`config.mk`:
```
export PLATFORM = sky130hd
export DESIGN_NAME = motor_link_frame_codec_top
export DESIGN_NICKNAME = d
export VERILOG_FILES = /design/src/rtl/core/mlfc_pkg.sv /design/src/rtl/core/motor_link_frame_codec_top.sv /design/src/rtl/core/mlfc_ctrl.sv /design/src/rtl/core/mlfc_dp.sv
export SDC_FILE = /design/constraint.sdc
export NUM_CORES = 1
export LEC_CHECK = 0
export BUFFER_PORTS_ARGS = -buffer_cell sky130_fd_sc_hd__buf_2
export CAP_MARGIN = 10
export CORE_ASPECT_RATIO = 0.8
export CORE_UTILIZATION = 25
export CTS_CLUSTER_DIAMETER = 50
export DETAILED_ROUTE_END_ITERATION = 16
export GPL_ROUTABILITY_DRIVEN = 0
export SYNTH_ARGS = -nofsm -noshare
export SYNTH_HDL_FRONTEND = slang
export SYNTH_SLANG_ARGS = --single-unit
```
`constraint.sdc`:
```
create_clock -name clk -period 12.3 [get_ports clk]
set_clock_uncertainty 0.1 [all_clocks]
set_input_delay 2.46 -clock clk [delete_from_list [all_inputs] [get_ports clk]]
set_output_delay 2.46 -clock clk [all_outputs]
set_load 0.01 [all_outputs]
```
`src/rtl/core/mlfc_pkg.sv`:
```
`timescale 1ns / 1ps
`default_nettype none
// ----------------------------------------------------------------------------
// mlfc_pkg: shared types and constants of the motor link frame codec
// Link byte codes, frame layout, parser phases and controller/datapath
// command and status words.
// ----------------------------------------------------------------------------
package mlfc_pkg;

  // Info bytes in one telemetry frame
  localparam int INFO_BYTES = 15;

  // Telemetry fields and stored info entries
  localparam int TLM_FIELDS = 15;
  localparam int TLM_IDX_W  = 4;
  localparam int CNT_W      = ($clog2(INFO_BYTES + 1) > TLM_IDX_W) ?
                              $clog2(INFO_BYTES + 1) : TLM_IDX_W;

  // Command frame layout
  localparam int FRAME_LEN = 8;
  localparam int FRAME_W   = 3;
  localparam logic [7:0] FRAME_RESET [FRAME_LEN] =
    '{8'd1, 8'd255, 8'd8, 8'd51, 8'd0, 8'd0, 8'd0, 8'd4};

  // Item kinds
  localparam logic KIND_CMD  = 1'b0;
  localparam logic KIND_BYTE = 1'b1;

  // Control types
  localparam logic [1:0] CT_DIFF   = 2'd0;
  localparam logic [1:0] CT_DRIVE  = 2'd1;
  localparam logic [1:0] CT_SINGLE = 2'd2;
  localparam logic [1:0] CT_RSVD   = 2'd3;

  // Result kinds
  localparam logic [1:0] OK_FRAME = 2'd0;
  localparam logic [1:0] OK_TLM   = 2'd1;
  localparam logic [1:0] OK_ERR   = 2'd2;

  // Link byte values
  localparam logic [7:0] START_BYTE = 8'd1;
  localparam logic [7:0] ADDR_BYTE  = 8'd255;
  localparam logic [7:0] STOP_BYTE  = 8'd4;
  localparam logic [7:0] LEN_SHORT  = 8'd7;
  localparam logic [7:0] LEN_LONG   = 8'd8;
  localparam logic [7:0] LEN_TLM    = 8'(INFO_BYTES + 5);
  localparam logic [7:0] PAD_BYTE   = 8'd0;

  // Frame codes
  localparam logic [7:0] CODE_DRIVE   = 8'd51;
  localparam logic [7:0] CODE_DIFF    = 8'd52;
  localparam logic [7:0] CODE_DIFF_RN = 8'd53;
  localparam logic [7:0] CODE_DIFF_LN = 8'd54;
  localparam logic [7:0] CODE_DIFF_BN = 8'd55;
  localparam logic [7:0] MOTOR_OFS    = 8'd9;

  // Direction codes
  localparam logic [7:0] DIR_STOP    = 8'd0;
  localparam logic [7:0] DIR_FWD_NEG = 8'd1;
  localparam logic [7:0] DIR_FWD_POS = 8'd2;
  localparam logic [7:0] DIR_REV_POS = 8'd3;
  localparam logic [7:0] DIR_REV_NEG = 8'd4;
  localparam logic [7:0] SGL_FWD     = 8'd2;
  localparam logic [7:0] SGL_REV     = 8'd1;

  // Speed setpoint below which telemetry speeds read zero
  localparam logic [7:0] SPEED_MIN = 8'd20;

  // Parser phases
  localparam logic [2:0] PH_HUNT = 3'd0;
  localparam logic [2:0] PH_ADDR = 3'd1;
  localparam logic [2:0] PH_LEN  = 3'd2;
  localparam logic [2:0] PH_CTRL = 3'd3;
  localparam logic [2:0] PH_INFO = 3'd4;
  localparam logic [2:0] PH_END  = 3'd5;

  // Controller to datapath
  typedef struct packed {
    logic       latch;     // capture input word
    logic       exec_cmd;  // rebuild command frame
    logic       exec_byte; // advance parser
    logic       clr_idx;   // restart result index
    logic       load_out;  // load output register
    logic [1:0] out_sel;   // result kind being emitted
  } mlfc_cmd_t;

  // Datapath to controller
  typedef struct packed {
    logic is_cmd;    // latched word is a motor command
    logic ct_ok;     // control type builds a frame
    logic end_byte;  // parser sits at the end byte
    logic end_pass;  // end byte and length check pass
    logic last_pos;  // current index is the final result
  } mlfc_sts_t;

  // Magnitude clipped to one byte
  function automatic logic [7:0] mag8(input logic [8:0] v);
    logic [8:0] a;
    a = v[8] ? (~v + 9'd1) : v;
    return a[8] ? 8'hFF : a[7:0];
  endfunction

  // Speed correction: zero below setpoint, optional negate
  function automatic logic [8:0] corr(input logic [7:0] raw, input logic zero,
                                      input logic neg);
    logic [8:0] m;
    m = zero ? 9'd0 : {1'b0, raw};
    return neg ? (~m + 9'd1) : m;
  endfunction

endpackage
`default_nettype wire

```
`src/rtl/core/motor_link_frame_codec_top.sv`:
```
`timescale 1ns / 1ps
`default_nettype none
// ----------------------------------------------------------------------------
// motor_link_frame_codec_top: motor link frame codec
// Builds motor command frames and parses telemetry frames from the link.
//
//   channel  direction  handshake            payload
//   in_*     input      in_valid/in_ready    kind, control type, speeds, byte
//   out_*    output     out_valid/out_ready  kind, field index, value, last
//
// A word is processed in the cycle after it is taken. Results then leave
// one per cycle through the output register: 7 or 8 frame bytes per
// command of a non-reserved control type, 15 telemetry fields or one
// error word at the end of a received frame. Back pressure on out_ready
// stalls the result run; the next input word is taken once the last result
// of a run sits in the output register. Reset gives the default drive frame
// and a parser hunting for a start byte; the info store is not cleared.
// ----------------------------------------------------------------------------
module motor_link_frame_codec_top (
  input  wire              clk,
  input  wire              rst_n,
  input  wire              in_valid,
  output logic             in_ready,
  input  wire              in_kind,
  input  wire [1:0]        in_control_type,
  input  wire signed [8:0] in_left_speed,
  input  wire signed [8:0] in_right_speed,
  input  wire signed [8:0] in_drive_speed,
  input  wire signed [8:0] in_steer_angle,
  input  wire [3:0]        in_motor_select,
  input  wire signed [8:0] in_motor_drive,
  input  wire [7:0]        in_rx_byte,
  output logic             out_valid,
  input  wire              out_ready,
  output logic [1:0]       out_kind,
  output logic [3:0]       out_field_index,
  output logic signed [8:0] out_field_value,
  output logic             out_last
);

  mlfc_pkg::mlfc_cmd_t cmd;
  mlfc_pkg::mlfc_sts_t sts;

  // sequencing
  mlfc_ctrl u_ctrl (
    .clk       (clk),
    .rst_n     (rst_n),
    .in_valid  (in_valid),
    .in_ready  (in_ready),
    .out_valid (out_valid),
    .out_ready (out_ready),
    .sts       (sts),
    .cmd       (cmd)
  );

  // frame build, parse and result formatting
  mlfc_dp u_dp (
    .clk             (clk),
    .rst_n           (rst_n),
    .cmd             (cmd),
    .sts             (sts),
    .in_kind         (in_kind),
    .in_control_type (in_control_type),
    .in_left_speed   (in_left_speed),
    .in_right_speed  (in_right_speed),
    .in_drive_speed  (in_drive_speed),
    .in_steer_angle  (in_steer_angle),
    .in_motor_select (in_motor_select),
    .in_motor_drive  (in_motor_drive),
    .in_rx_byte      (in_rx_byte),
    .out_kind        (out_kind),
    .out_field_index (out_field_index),
    .out_field_value (out_field_value),
    .out_last        (out_last)
  );

endmodule
`default_nettype wire

```
`src/rtl/core/mlfc_ctrl.sv`:
```
`timescale 1ns / 1ps
`default_nettype none
// ----------------------------------------------------------------------------
// mlfc_ctrl: sequencing controller
// Takes one word at a time, runs it through the step state and then paces the results
// into the output register.
// ----------------------------------------------------------------------------
module mlfc_ctrl (
  input  wire                 clk,
  input  wire                 rst_n,
  input  wire                 in_valid,
  output logic                in_ready,
  output logic                out_valid,
  input  wire                 out_ready,
  input  mlfc_pkg::mlfc_sts_t sts,
  output mlfc_pkg::mlfc_cmd_t cmd
);

  localparam logic [2:0] S_IDLE = 3'd0;
  localparam logic [2:0] S_STEP = 3'd1;
  localparam logic [2:0] S_FRM  = 3'd2;
  localparam logic [2:0] S_TLM  = 3'd3;
  localparam logic [2:0] S_ERR  = 3'd4;

  logic [2:0] state_r, state_nxt;
  logic       out_valid_r, out_valid_nxt;
  logic       slot;

  // output register free or draining this cycle
  assign slot = !out_valid_r || out_ready;

  // next state and commands
  always_comb begin
    state_nxt = state_r;
    cmd       = '0;
    in_ready  = 1'b0;
    case (state_r)
      S_IDLE: begin
        in_ready = 1'b1;
        if (in_valid) begin
          cmd.latch = 1'b1;
          state_nxt = S_STEP;
        end
      end
      S_STEP: begin
        state_nxt = S_IDLE;
        if (sts.is_cmd) begin
          cmd.exec_cmd = 1'b1;
          if (sts.ct_ok) begin
            cmd.clr_idx = 1'b1;
            state_nxt   = S_FRM;
          end
        end else begin
          cmd.exec_byte = 1'b1;
          if (sts.end_byte) begin
            cmd.clr_idx = 1'b1;
            state_nxt   = sts.end_pass ? S_TLM : S_ERR;
          end
        end
      end
      S_FRM, S_TLM, S_ERR: begin
        cmd.out_sel  = (state_r == S_FRM) ? mlfc_pkg::OK_FRAME :
                       (state_r == S_TLM) ? mlfc_pkg::OK_TLM : mlfc_pkg::OK_ERR;
        cmd.load_out = slot;
        if (slot && sts.last_pos) state_nxt = S_IDLE;
      end
      default: state_nxt = S_IDLE;
    endcase
  end

  // output valid flag
  always_comb begin
    if (cmd.load_out)   out_valid_nxt = 1'b1;
    else if (out_ready) out_valid_nxt = 1'b0;
    else                out_valid_nxt = out_valid_r;
  end

  always_ff @(posedge clk) begin
    if (!rst_n) begin
      state_r     <= S_IDLE;
      out_valid_r <= 1'b0;
    end else begin
      state_r     <= state_nxt;
      out_valid_r <= out_valid_nxt;
    end
  end

  assign out_valid = out_valid_r;

  // step state always moves on to another state
  a_step_once: assert property (@(posedge clk) disable iff (!rst_n)
    state_r == S_STEP |=> state_r != S_STEP)
    else $error("step state held");

  // never overwrite a word that is still waiting
  a_no_overwrite: assert property (@(posedge clk) disable iff (!rst_n)
    cmd.load_out |-> (!out_valid_r || out_ready))
    else $error("output overwritten");

  // an error run is a single word
  a_err_single: assert property (@(posedge clk) disable iff (!rst_n)
    (state_r == S_ERR && cmd.load_out) |=> state_r == S_IDLE)
    else $error("error run too long");

  // valid drops only after the word was taken
  a_drop_taken: assert property (@(posedge clk) disable iff (!rst_n)
    $fell(out_valid_r) |-> $past(out_ready))
    else $error("output word lost");

endmodule
`default_nettype wire

```
`src/rtl/core/mlfc_dp.sv`:
```
`timescale 1ns / 1ps
`default_nettype none
// ----------------------------------------------------------------------------
// mlfc_dp: codec datapath
// Input capture, command frame builder, link byte parser, info store,
// telemetry correction and the output register.
// ----------------------------------------------------------------------------
module mlfc_dp (
  input  wire                  clk,
  input  wire                  rst_n,
  input  mlfc_pkg::mlfc_cmd_t  cmd,
  output mlfc_pkg::mlfc_sts_t  sts,
  input  wire                  in_kind,
  input  wire [1:0]            in_control_type,
  input  wire signed [8:0]     in_left_speed,
  input  wire signed [8:0]     in_right_speed,
  input  wire signed [8:0]     in_drive_speed,
  input  wire signed [8:0]     in_steer_angle,
  input  wire [3:0]            in_motor_select,
  input  wire signed [8:0]     in_motor_drive,
  input  wire [7:0]            in_rx_byte,
  output logic [1:0]           out_kind,
  output logic [3:0]           out_field_index,
  output logic signed [8:0]    out_field_value,
  output logic                 out_last
);

  // captured input word
  logic       kind_r;
  logic [1:0] ct_r;
  logic [8:0] left_r, right_r, dspd_r, ang_r, mdrv_r;
  logic [3:0] msel_r;
  logic [7:0] byte_r;

  // command frame and parser state
  logic [7:0] frame_r   [mlfc_pkg::FRAME_LEN];
  logic [7:0] frame_nxt [mlfc_pkg::FRAME_LEN];
  logic [2:0] phase_r, phase_nxt;
  logic [mlfc_pkg::CNT_W-1:0] cnt_r, cnt_nxt;
  logic [7:0] len_r;
  logic [7:0] info_r [mlfc_pkg::TLM_FIELDS];

  // result index and output register
  logic [mlfc_pkg::TLM_IDX_W-1:0] idx_r;
  logic [1:0] okind_r;
  logic [3:0] oidx_r;
  logic [8:0] oval_r;
  logic       olast_r;

  logic [7:0] flen;
  logic [3:0] frm_last;
  logic       zero_a, zero_b, neg_a, neg_b;
  logic [8:0] v2, v5, tval, val_nxt;
  logic [9:0] lsum, lhalf;
  logic       last_nxt;
  logic       info_wr;

  // capture the accepted word
  always_ff @(posedge clk) begin
    if (cmd.latch) begin
      kind_r  <= in_kind;
      ct_r    <= in_control_type;
      left_r  <= in_left_speed;
      right_r <= in_right_speed;
      dspd_r  <= in_drive_speed;
      ang_r   <= in_steer_angle;
      msel_r  <= in_motor_select;
      mdrv_r  <= in_motor_drive;
      byte_r  <= in_rx_byte;
    end
  end

  // frame builder
  always_comb begin
    frame_nxt    = frame_r;
    frame_nxt[0] = mlfc_pkg::START_BYTE;
    frame_nxt[1] = mlfc_pkg::ADDR_BYTE;
    case (ct_r)
      mlfc_pkg::CT_DIFF: begin
        frame_nxt[2] = mlfc_pkg::LEN_SHORT;
        frame_nxt[3] = mlfc_pkg::CODE_DIFF + {6'd0, left_r[8], right_r[8]};
        frame_nxt[4] = mlfc_pkg::mag8(right_r);
        frame_nxt[5] = mlfc_pkg::mag8(left_r);
        frame_nxt[6] = mlfc_pkg::STOP_BYTE;
        frame_nxt[7] = mlfc_pkg::PAD_BYTE;
      end
      mlfc_pkg::CT_DRIVE: begin
        frame_nxt[2] = mlfc_pkg::LEN_LONG;
        frame_nxt[3] = mlfc_pkg::CODE_DRIVE;
        if (dspd_r == 9'd0)
          frame_nxt[4] = mlfc_pkg::DIR_STOP;
        else if (!dspd_r[8])
          frame_nxt[4] = (!ang_r[8] && ang_r != 9'd0) ?
                         mlfc_pkg::DIR_FWD_POS : mlfc_pkg::DIR_FWD_NEG;
        else
          frame_nxt[4] = (!ang_r[8] && ang_r != 9'd0) ?
                         mlfc_pkg::DIR_REV_POS : mlfc_pkg::DIR_REV_NEG;
        frame_nxt[5] = mlfc_pkg::mag8(dspd_r);
        frame_nxt[6] = mlfc_pkg::mag8(ang_r);
        frame_nxt[7] = mlfc_pkg::STOP_BYTE;
      end
      mlfc_pkg::CT_SINGLE: begin
        frame_nxt[2] = mlfc_pkg::LEN_SHORT;
        frame_nxt[3] = {4'd0, msel_r} + mlfc_pkg::MOTOR_OFS;
        frame_nxt[4] = mlfc_pkg::mag8(mdrv_r);
        if (mdrv_r == 9'd0)  frame_nxt[5] = mlfc_pkg::DIR_STOP;
        else if (mdrv_r[8])  frame_nxt[5] = mlfc_pkg::SGL_REV;
        else                 frame_nxt[5] = mlfc_pkg::SGL_FWD;
        frame_nxt[6] = mlfc_pkg::STOP_BYTE;
        frame_nxt[7] = mlfc_pkg::PAD_BYTE;
      end
      default: frame_nxt = frame_r;
    endcase
  end

  always_ff @(posedge clk) begin
    if (!rst_n) begin
      frame_r <= mlfc_pkg::FRAME_RESET;
    end else if (cmd.exec_cmd) begin
      frame_r <= frame_nxt;
    end
  end

  // link byte parser
  always_comb begin
    phase_nxt = phase_r;
    cnt_nxt   = cnt_r;
    info_wr   = 1'b0;
    case (phase_r)
      mlfc_pkg::PH_ADDR:
        phase_nxt = (byte_r == mlfc_pkg::ADDR_BYTE) ? mlfc_pkg::PH_LEN : mlfc_pkg::PH_HUNT;
      mlfc_pkg::PH_LEN:
        phase_nxt = mlfc_pkg::PH_CTRL;
      mlfc_pkg::PH_CTRL: begin
        cnt_nxt   = '0;
        phase_nxt = mlfc_pkg::PH_INFO;
      end
      mlfc_pkg::PH_INFO: begin
        info_wr = (cnt_r < mlfc_pkg::CNT_W'(mlfc_pkg::TLM_FIELDS));
        cnt_nxt = cnt_r + 1'b1;
        if (cnt_nxt >= mlfc_pkg::CNT_W'(mlfc_pkg::INFO_BYTES))
          phase_nxt = mlfc_pkg::PH_END;
      end
      mlfc_pkg::PH_END: begin
        cnt_nxt   = '0;
        phase_nxt = mlfc_pkg::PH_HUNT;
      end
      default:
        phase_nxt = (byte_r == mlfc_pkg::START_BYTE) ? mlfc_pkg::PH_ADDR : mlfc_pkg::PH_HUNT;
    endcase
  end

  always_ff @(posedge clk) begin
    if (!rst_n) begin
      phase_r <= mlfc_pkg::PH_HUNT;
      cnt_r   <= '0;
      len_r   <= '0;
    end else if (cmd.exec_byte) begin
      phase_r <= phase_nxt;
      cnt_r   <= cnt_nxt;
      if (phase_r == mlfc_pkg::PH_LEN) len_r <= byte_r;
    end
  end

  // info store, one write port
  always_ff @(posedge clk) begin
    if (cmd.exec_byte && info_wr)
      info_r[cnt_r[mlfc_pkg::TLM_IDX_W-1:0]] <= byte_r;
  end

  // status to controller
  assign flen     = (frame_r[2] > mlfc_pkg::LEN_LONG) ? mlfc_pkg::LEN_LONG : frame_r[2];
  assign frm_last = flen[3:0] - 4'd1;

  always_comb begin
    sts.is_cmd   = (kind_r == mlfc_pkg::KIND_CMD);
    sts.ct_ok    = (ct_r != mlfc_pkg::CT_RSVD);
    sts.end_byte = (phase_r == mlfc_pkg::PH_END);
    sts.end_pass = (len_r == mlfc_pkg::LEN_TLM) && (byte_r == mlfc_pkg::STOP_BYTE);
    case (cmd.out_sel)
      mlfc_pkg::OK_FRAME: sts.last_pos = (idx_r == frm_last);
      mlfc_pkg::OK_TLM:   sts.last_pos = (idx_r == 4'(mlfc_pkg::TLM_FIELDS - 1));
      default:            sts.last_pos = 1'b1;
    endcase
  end

  // telemetry correction from the stored command frame
  assign zero_a = frame_r[5] < mlfc_pkg::SPEED_MIN;
  assign zero_b = frame_r[4] < mlfc_pkg::SPEED_MIN;
  assign neg_a  = (frame_r[3] == mlfc_pkg::CODE_DIFF_LN) ||
                  (frame_r[3] == mlfc_pkg::CODE_DIFF_BN);
  assign neg_b  = (frame_r[3] == mlfc_pkg::CODE_DIFF_RN) ||
                  (frame_r[3] == mlfc_pkg::CODE_DIFF_BN);
  assign v2     = mlfc_pkg::corr(info_r[2], zero_a, neg_a);
  assign v5     = mlfc_pkg::corr(info_r[5], zero_b, neg_b);
  // linear speed: average, truncated toward zero
  assign lsum   = {v2[8], v2} + {v5[8], v5};
  assign lhalf  = lsum + {9'd0, lsum[9]};

  always_comb begin
    if (idx_r == 4'd0)
      tval = lhalf[9:1];
    else if (idx_r inside {[4'd1:4'd3]})
      tval = mlfc_pkg::corr(info_r[idx_r], zero_a, neg_a);
    else if (idx_r inside {[4'd4:4'd6]})
      tval = mlfc_pkg::corr(info_r[idx_r], zero_b, neg_b);
    else
      tval = {1'b0, info_r[idx_r]};
  end

  // result value select
  always_comb begin
    case (cmd.out_sel)
      mlfc_pkg::OK_FRAME: val_nxt = {1'b0, frame_r[idx_r[mlfc_pkg::FRAME_W-1:0]]};
      mlfc_pkg::OK_TLM:   val_nxt = tval;
      default:            val_nxt = '0;
    endcase
    last_nxt = sts.last_pos;
  end

  // result index counter
  always_ff @(posedge clk) begin
    if (!rst_n) begin
      idx_r <= '0;
    end else if (cmd.clr_idx) begin
      idx_r <= '0;
    end else if (cmd.load_out) begin
      idx_r <= idx_r + 1'b1;
    end
  end

  // output register
  always_ff @(posedge clk) begin
    if (cmd.load_out) begin
      okind_r <= cmd.out_sel;
      oidx_r  <= (cmd.out_sel == mlfc_pkg::OK_ERR) ? 4'd0 : idx_r;
      oval_r  <= val_nxt;
      olast_r <= last_nxt;
    end
  end

  assign out_kind        = okind_r;
  assign out_field_index = oidx_r;
  assign out_field_value = oval_r;
  assign out_last        = olast_r;

endmodule
`default_nettype wire

```
==> impl_results.md <==
* Outcome: finished, final reports clean
* Data arrival time of the critical path at 4660 ps
* Final layout net count at 1,304
* Achievable frequency at 0.221 GHz
* Unrepaired setup endpoints after global routing: false
* Max Cap Violations at 0
* Vias in the first global route at 9,179
* Capture endpoint of the worst hold path: u_dp.frame_r[14]
* Critical register-to-register path startpoint: u_dp.frame_r[31]
* Part of the Yosys area used for sequential elements at 54.7%
* Period utilisation layout at 36.8%
* Path category of the worst min-delay check: reg2reg
* Worst Tran Pin Value at 1050 ps
* Count of warnings emitted by yosys at 0
* Remaining Overflow, GRT at 0
* Number of top-level design ports at 82
* Areal power density over the cells at 136 mW/mm^2
* Synth-to-layout area growth at 17.0%
* # diodes at 0
* Setup violators final at 0
* Via-per-instance ratio at 4.92
* Worst IR drop on VDD at 0.0900 mV
* Area of the core at 0.0510 sq mm
* Most used DFF post-synth: sky130_fd_sc_hd__edfxtp_1
* Post-layout minimum cycle time at 4530 ps
* Number of buffers added to fix hold violations after cts at 0
* TritonCTS clock tree: yes
* Maximum number of pins on one net before global-route repair at 62
* Later-pin clock latency in the skew report at 520 ps
* Htree depth at 2
* Buffers on Ports at 81
* Final TNS setup at 0 ps
* Share of final-layout standard cells stronger than drive strength 1 at 16.4%
* Capturing point of the worst reg2reg path: u_dp.out_field_value[5]
* CTS sink count at 255
* Finished Core Util at 29.6%
* Number of pins with negative max-slew slack in the final report at 0
* Cell count after synthesis at 1,138
* Routed length per placed instance at 17.3 um
* Classification of the worst setup path: reg2reg
* Hold path cells at 2
* Number of CTS-inserted buffers at 35
* Total routing usage reported by global routing at 12.3%
* Number of enable-type register cells in the synthesized netlist at 196
* Initial Util at 25.3%
* Mapped Avg Cell Area at 11.3 sq um
* Site Rows at 74
* Required time of the worst setup path at 12,430 ps
* Die Span Y at 205 um
* Initial DRT Pass Iterations at 5
* Final Hold Fails at 0
* Clock transition at the registers of the reported paths at 60 ps
* Leakage Power at 5.14 nW
* HPWL after DPL at 23.1 mm
* Worst-case reg-to-reg path depth at 18
* Wirelength, routed at 33.1 mm
* Clock tree root driver cell: sky130_fd_sc_hd__clkbuf_16
* Distinct cells, synth at 80
* Critical path capture point type: flop
* Setup slack of the worst register-to-register path at 7770 ps
* Worst setup SP type: flop
* DIE AREA at 0.0526 sq mm
* DRC violation count after routing at 0
* Post-route ant nets at 0
* DR iter-0 viols at 790
* Netlist area before placement at 0.0129 sq mm
* Cells resized by post-CTS repair at 0
* Net count of the mapped netlist at 1,237
* Post-synthesis sequential element count at 255
* Die outline width at 256 um
* Worst slew margin relative to its limit at 29.9%
* Maximum buffer depth of the clock tree at 3
* Setup fix buffers added after clock tree synthesis at 0
* Initial antenna violation count at 0
* HP Start: u_dp.frame_r[14]
* Global-route wire length before repair at 51.4 mm
* Fraction of registers with async set/reset at 0%
* Routed via count at 9,430
* Largest driver fanout on the critical path at 12
* Fillcell total at 5,171
metrics by stage:
stage | setup WS (ps) | hold slack [ps] | area (sq um) | instances | total power (W)
2_1_floorplan | 7880 | 340 | 12900 | 1138 | 0.00106
3_3_place_gp | 8040 | 377 | 14000 | 1852 | 0.00110
3_5_place_dp | 7850 | 377 | 14000 | 1852 | 0.00111
4_1_cts | 7820 | 385 | 15100 | 1916 | 0.00208
5_1_grt | 7330 | 398 | 15100 | 1916 | 0.00214
6_report | 7770 | 375 | 15100 | 1916 | 0.00206
layout make-up:
type	count	area, sq um	area share [%]
well taps	684	856	5.66
repair buffers	89	465	3.08
clock buffers	41	940	6.22
multi-input cells	786	5440	36.0
clock inverters	23	201	1.33
inverters	38	144	0.952
flip-flops and latches	255	7070	46.8
power breakdown:
group	switching [W]	total, W	leakage [nW]	internal, W
Clock	0.000391	0.000971	0.560	0.000579
Sequential	0.0000272	0.000975	2.30	0.000947
Combinational	0.0000699	0.000117	2.28	0.0000469
how the worst max path moves through the flow:
stage	start	cells past startpoint	endpoint
4_1_cts	u_dp.frame_r[31]	18	u_dp.out_field_value[7]
3_3_place_gp	u_dp.frame_r[31]	20	u_dp.out_field_value[7]
2_1_floorplan	in_valid	1	u_dp.ang_r[0]
5_1_grt	u_dp.frame_r[31]	18	u_dp.out_field_value[5]
3_5_place_dp	u_dp.frame_r[31]	18	u_dp.out_field_value[7]
6_report	u_dp.frame_r[31]	18	u_dp.out_field_value[5]
critical path, stage by stage (launching register included):
cell and delay, ps:
sky130_fd_sc_hd__dfxtp_1 320, sky130_fd_sc_hd__nor3_1 310, sky130_fd_sc_hd__nand2_1 330, sky130_fd_sc_hd__nand2_1 200, sky130_fd_sc_hd__ha_1 240, sky130_fd_sc_hd__a21oi_1 110, sky130_fd_sc_hd__a311oi_1 340, sky130_fd_sc_hd__ha_1 320
sky130_fd_sc_hd__and4_1 220, sky130_fd_sc_hd__o311ai_1 330, sky130_fd_sc_hd__a31oi_1 210, sky130_fd_sc_hd__nor2b_1 150, sky130_fd_sc_hd__ha_1 190, sky130_fd_sc_hd__nand2_1 60, sky130_fd_sc_hd__nor2_1 230, sky130_fd_sc_hd__nand2_1 100
sky130_fd_sc_hd__xnor2_1 130, sky130_fd_sc_hd__a32oi_1 250, sky130_fd_sc_hd__o31ai_2 100
cells by family (layout without fill, tap and decap cells):
| family | Yosys count | count (layout) | synth area share [%] |
|---|---|---|---|
| AO/OA/AOI/OAI | 305 | 305 | 15.6 |
| adder cells (fa/ha/maj) | 35 | 35 | 3.45 |
| multiplexers | 52 | 52 | 6.63 |
| flip-flops | 255 | 255 | 54.7 |
| AND/OR/NAND/NOR | 352 | 352 | 13.4 |
| XOR/XNOR | 42 | 42 | 2.85 |
| buffers and inverters | 97 | 191 | 3.32 |
per-layer routing:
| metal | wire, um | global-route usage (%) | vias up |
|---|---|---|---|
| met5 | 0 | 0 | - |
| met4 | 600 | 3.46 | 0 |
| met3 | 2120 | 2.59 | 51 |
| met2 | 14800 | 19.5 | 307 |
| met1 | 15500 | 17.0 | 4626 |
| li1 | - | - | 4446 |
synth_stat cells (all sizes together), types with 10 or more instances:
cell type	n	area share (%)
edfxtp	196	46
nand2	92	2.7
nor2	91	2.6
o21ai	85	3.4
dfxtp	59	9.1
a21oi	54	2.1
clkbuf	45	1.3
inv	37	1.1
nor3	36	1.5
ha	34	3.3
a31oi	33	1.7
nor2b	26	1.3
xnor2	25	1.7
mux4	24	4.4
or3	21	1.0
nand2b	20	0.97
o21a	20	1.2
mux2i	18	1.4
o211ai	18	1.0
xor2	17	1.2
nand3	16	0.62
a21boi	15	0.87
buf	14	0.90
o31ai	14	0.85
o22ai	11	0.58
mux2	10	0.87
state kept, by name, summed over array words and instances, names as in the netlist, 2 cells and up, named ones only:
signal                flops
u_dp.info_r             120
u_dp.frame_r             32
u_dp.ang_r                9
u_dp.dspd_r               9
u_dp.left_r               9
u_dp.mdrv_r               9
u_dp.out_field_value      9
u_dp.right_r              9
u_dp.byte_r               8
u_dp.len_r                8
u_dp.cnt_r                4
u_dp.idx_r                4
u_dp.msel_r               4
u_dp.out_field_index      4
u_ctrl.state_r            3
u_dp.phase_r              3
u_dp.ct_r                 2
u_dp.out_kind             2
cell usage in the layout, fill, tap and decap left out, drive strengths merged, types with 16 or more instances in the layout:
cell type    n
a21oi       54
a31oi       33
buf         89
clkbuf      41
clkinv      18
dfxtp       59
edfxtp     196
ha          34
inv         41
mux2i       18
mux4        24
nand2       92
nand2b      20
nand3       16
nor2        91
nor2b       26
nor3        36
o211ai      18
o21a        20
o21ai       85
or3         21
xnor2       25
xor2        17
(Power assumes the default switching activity.)
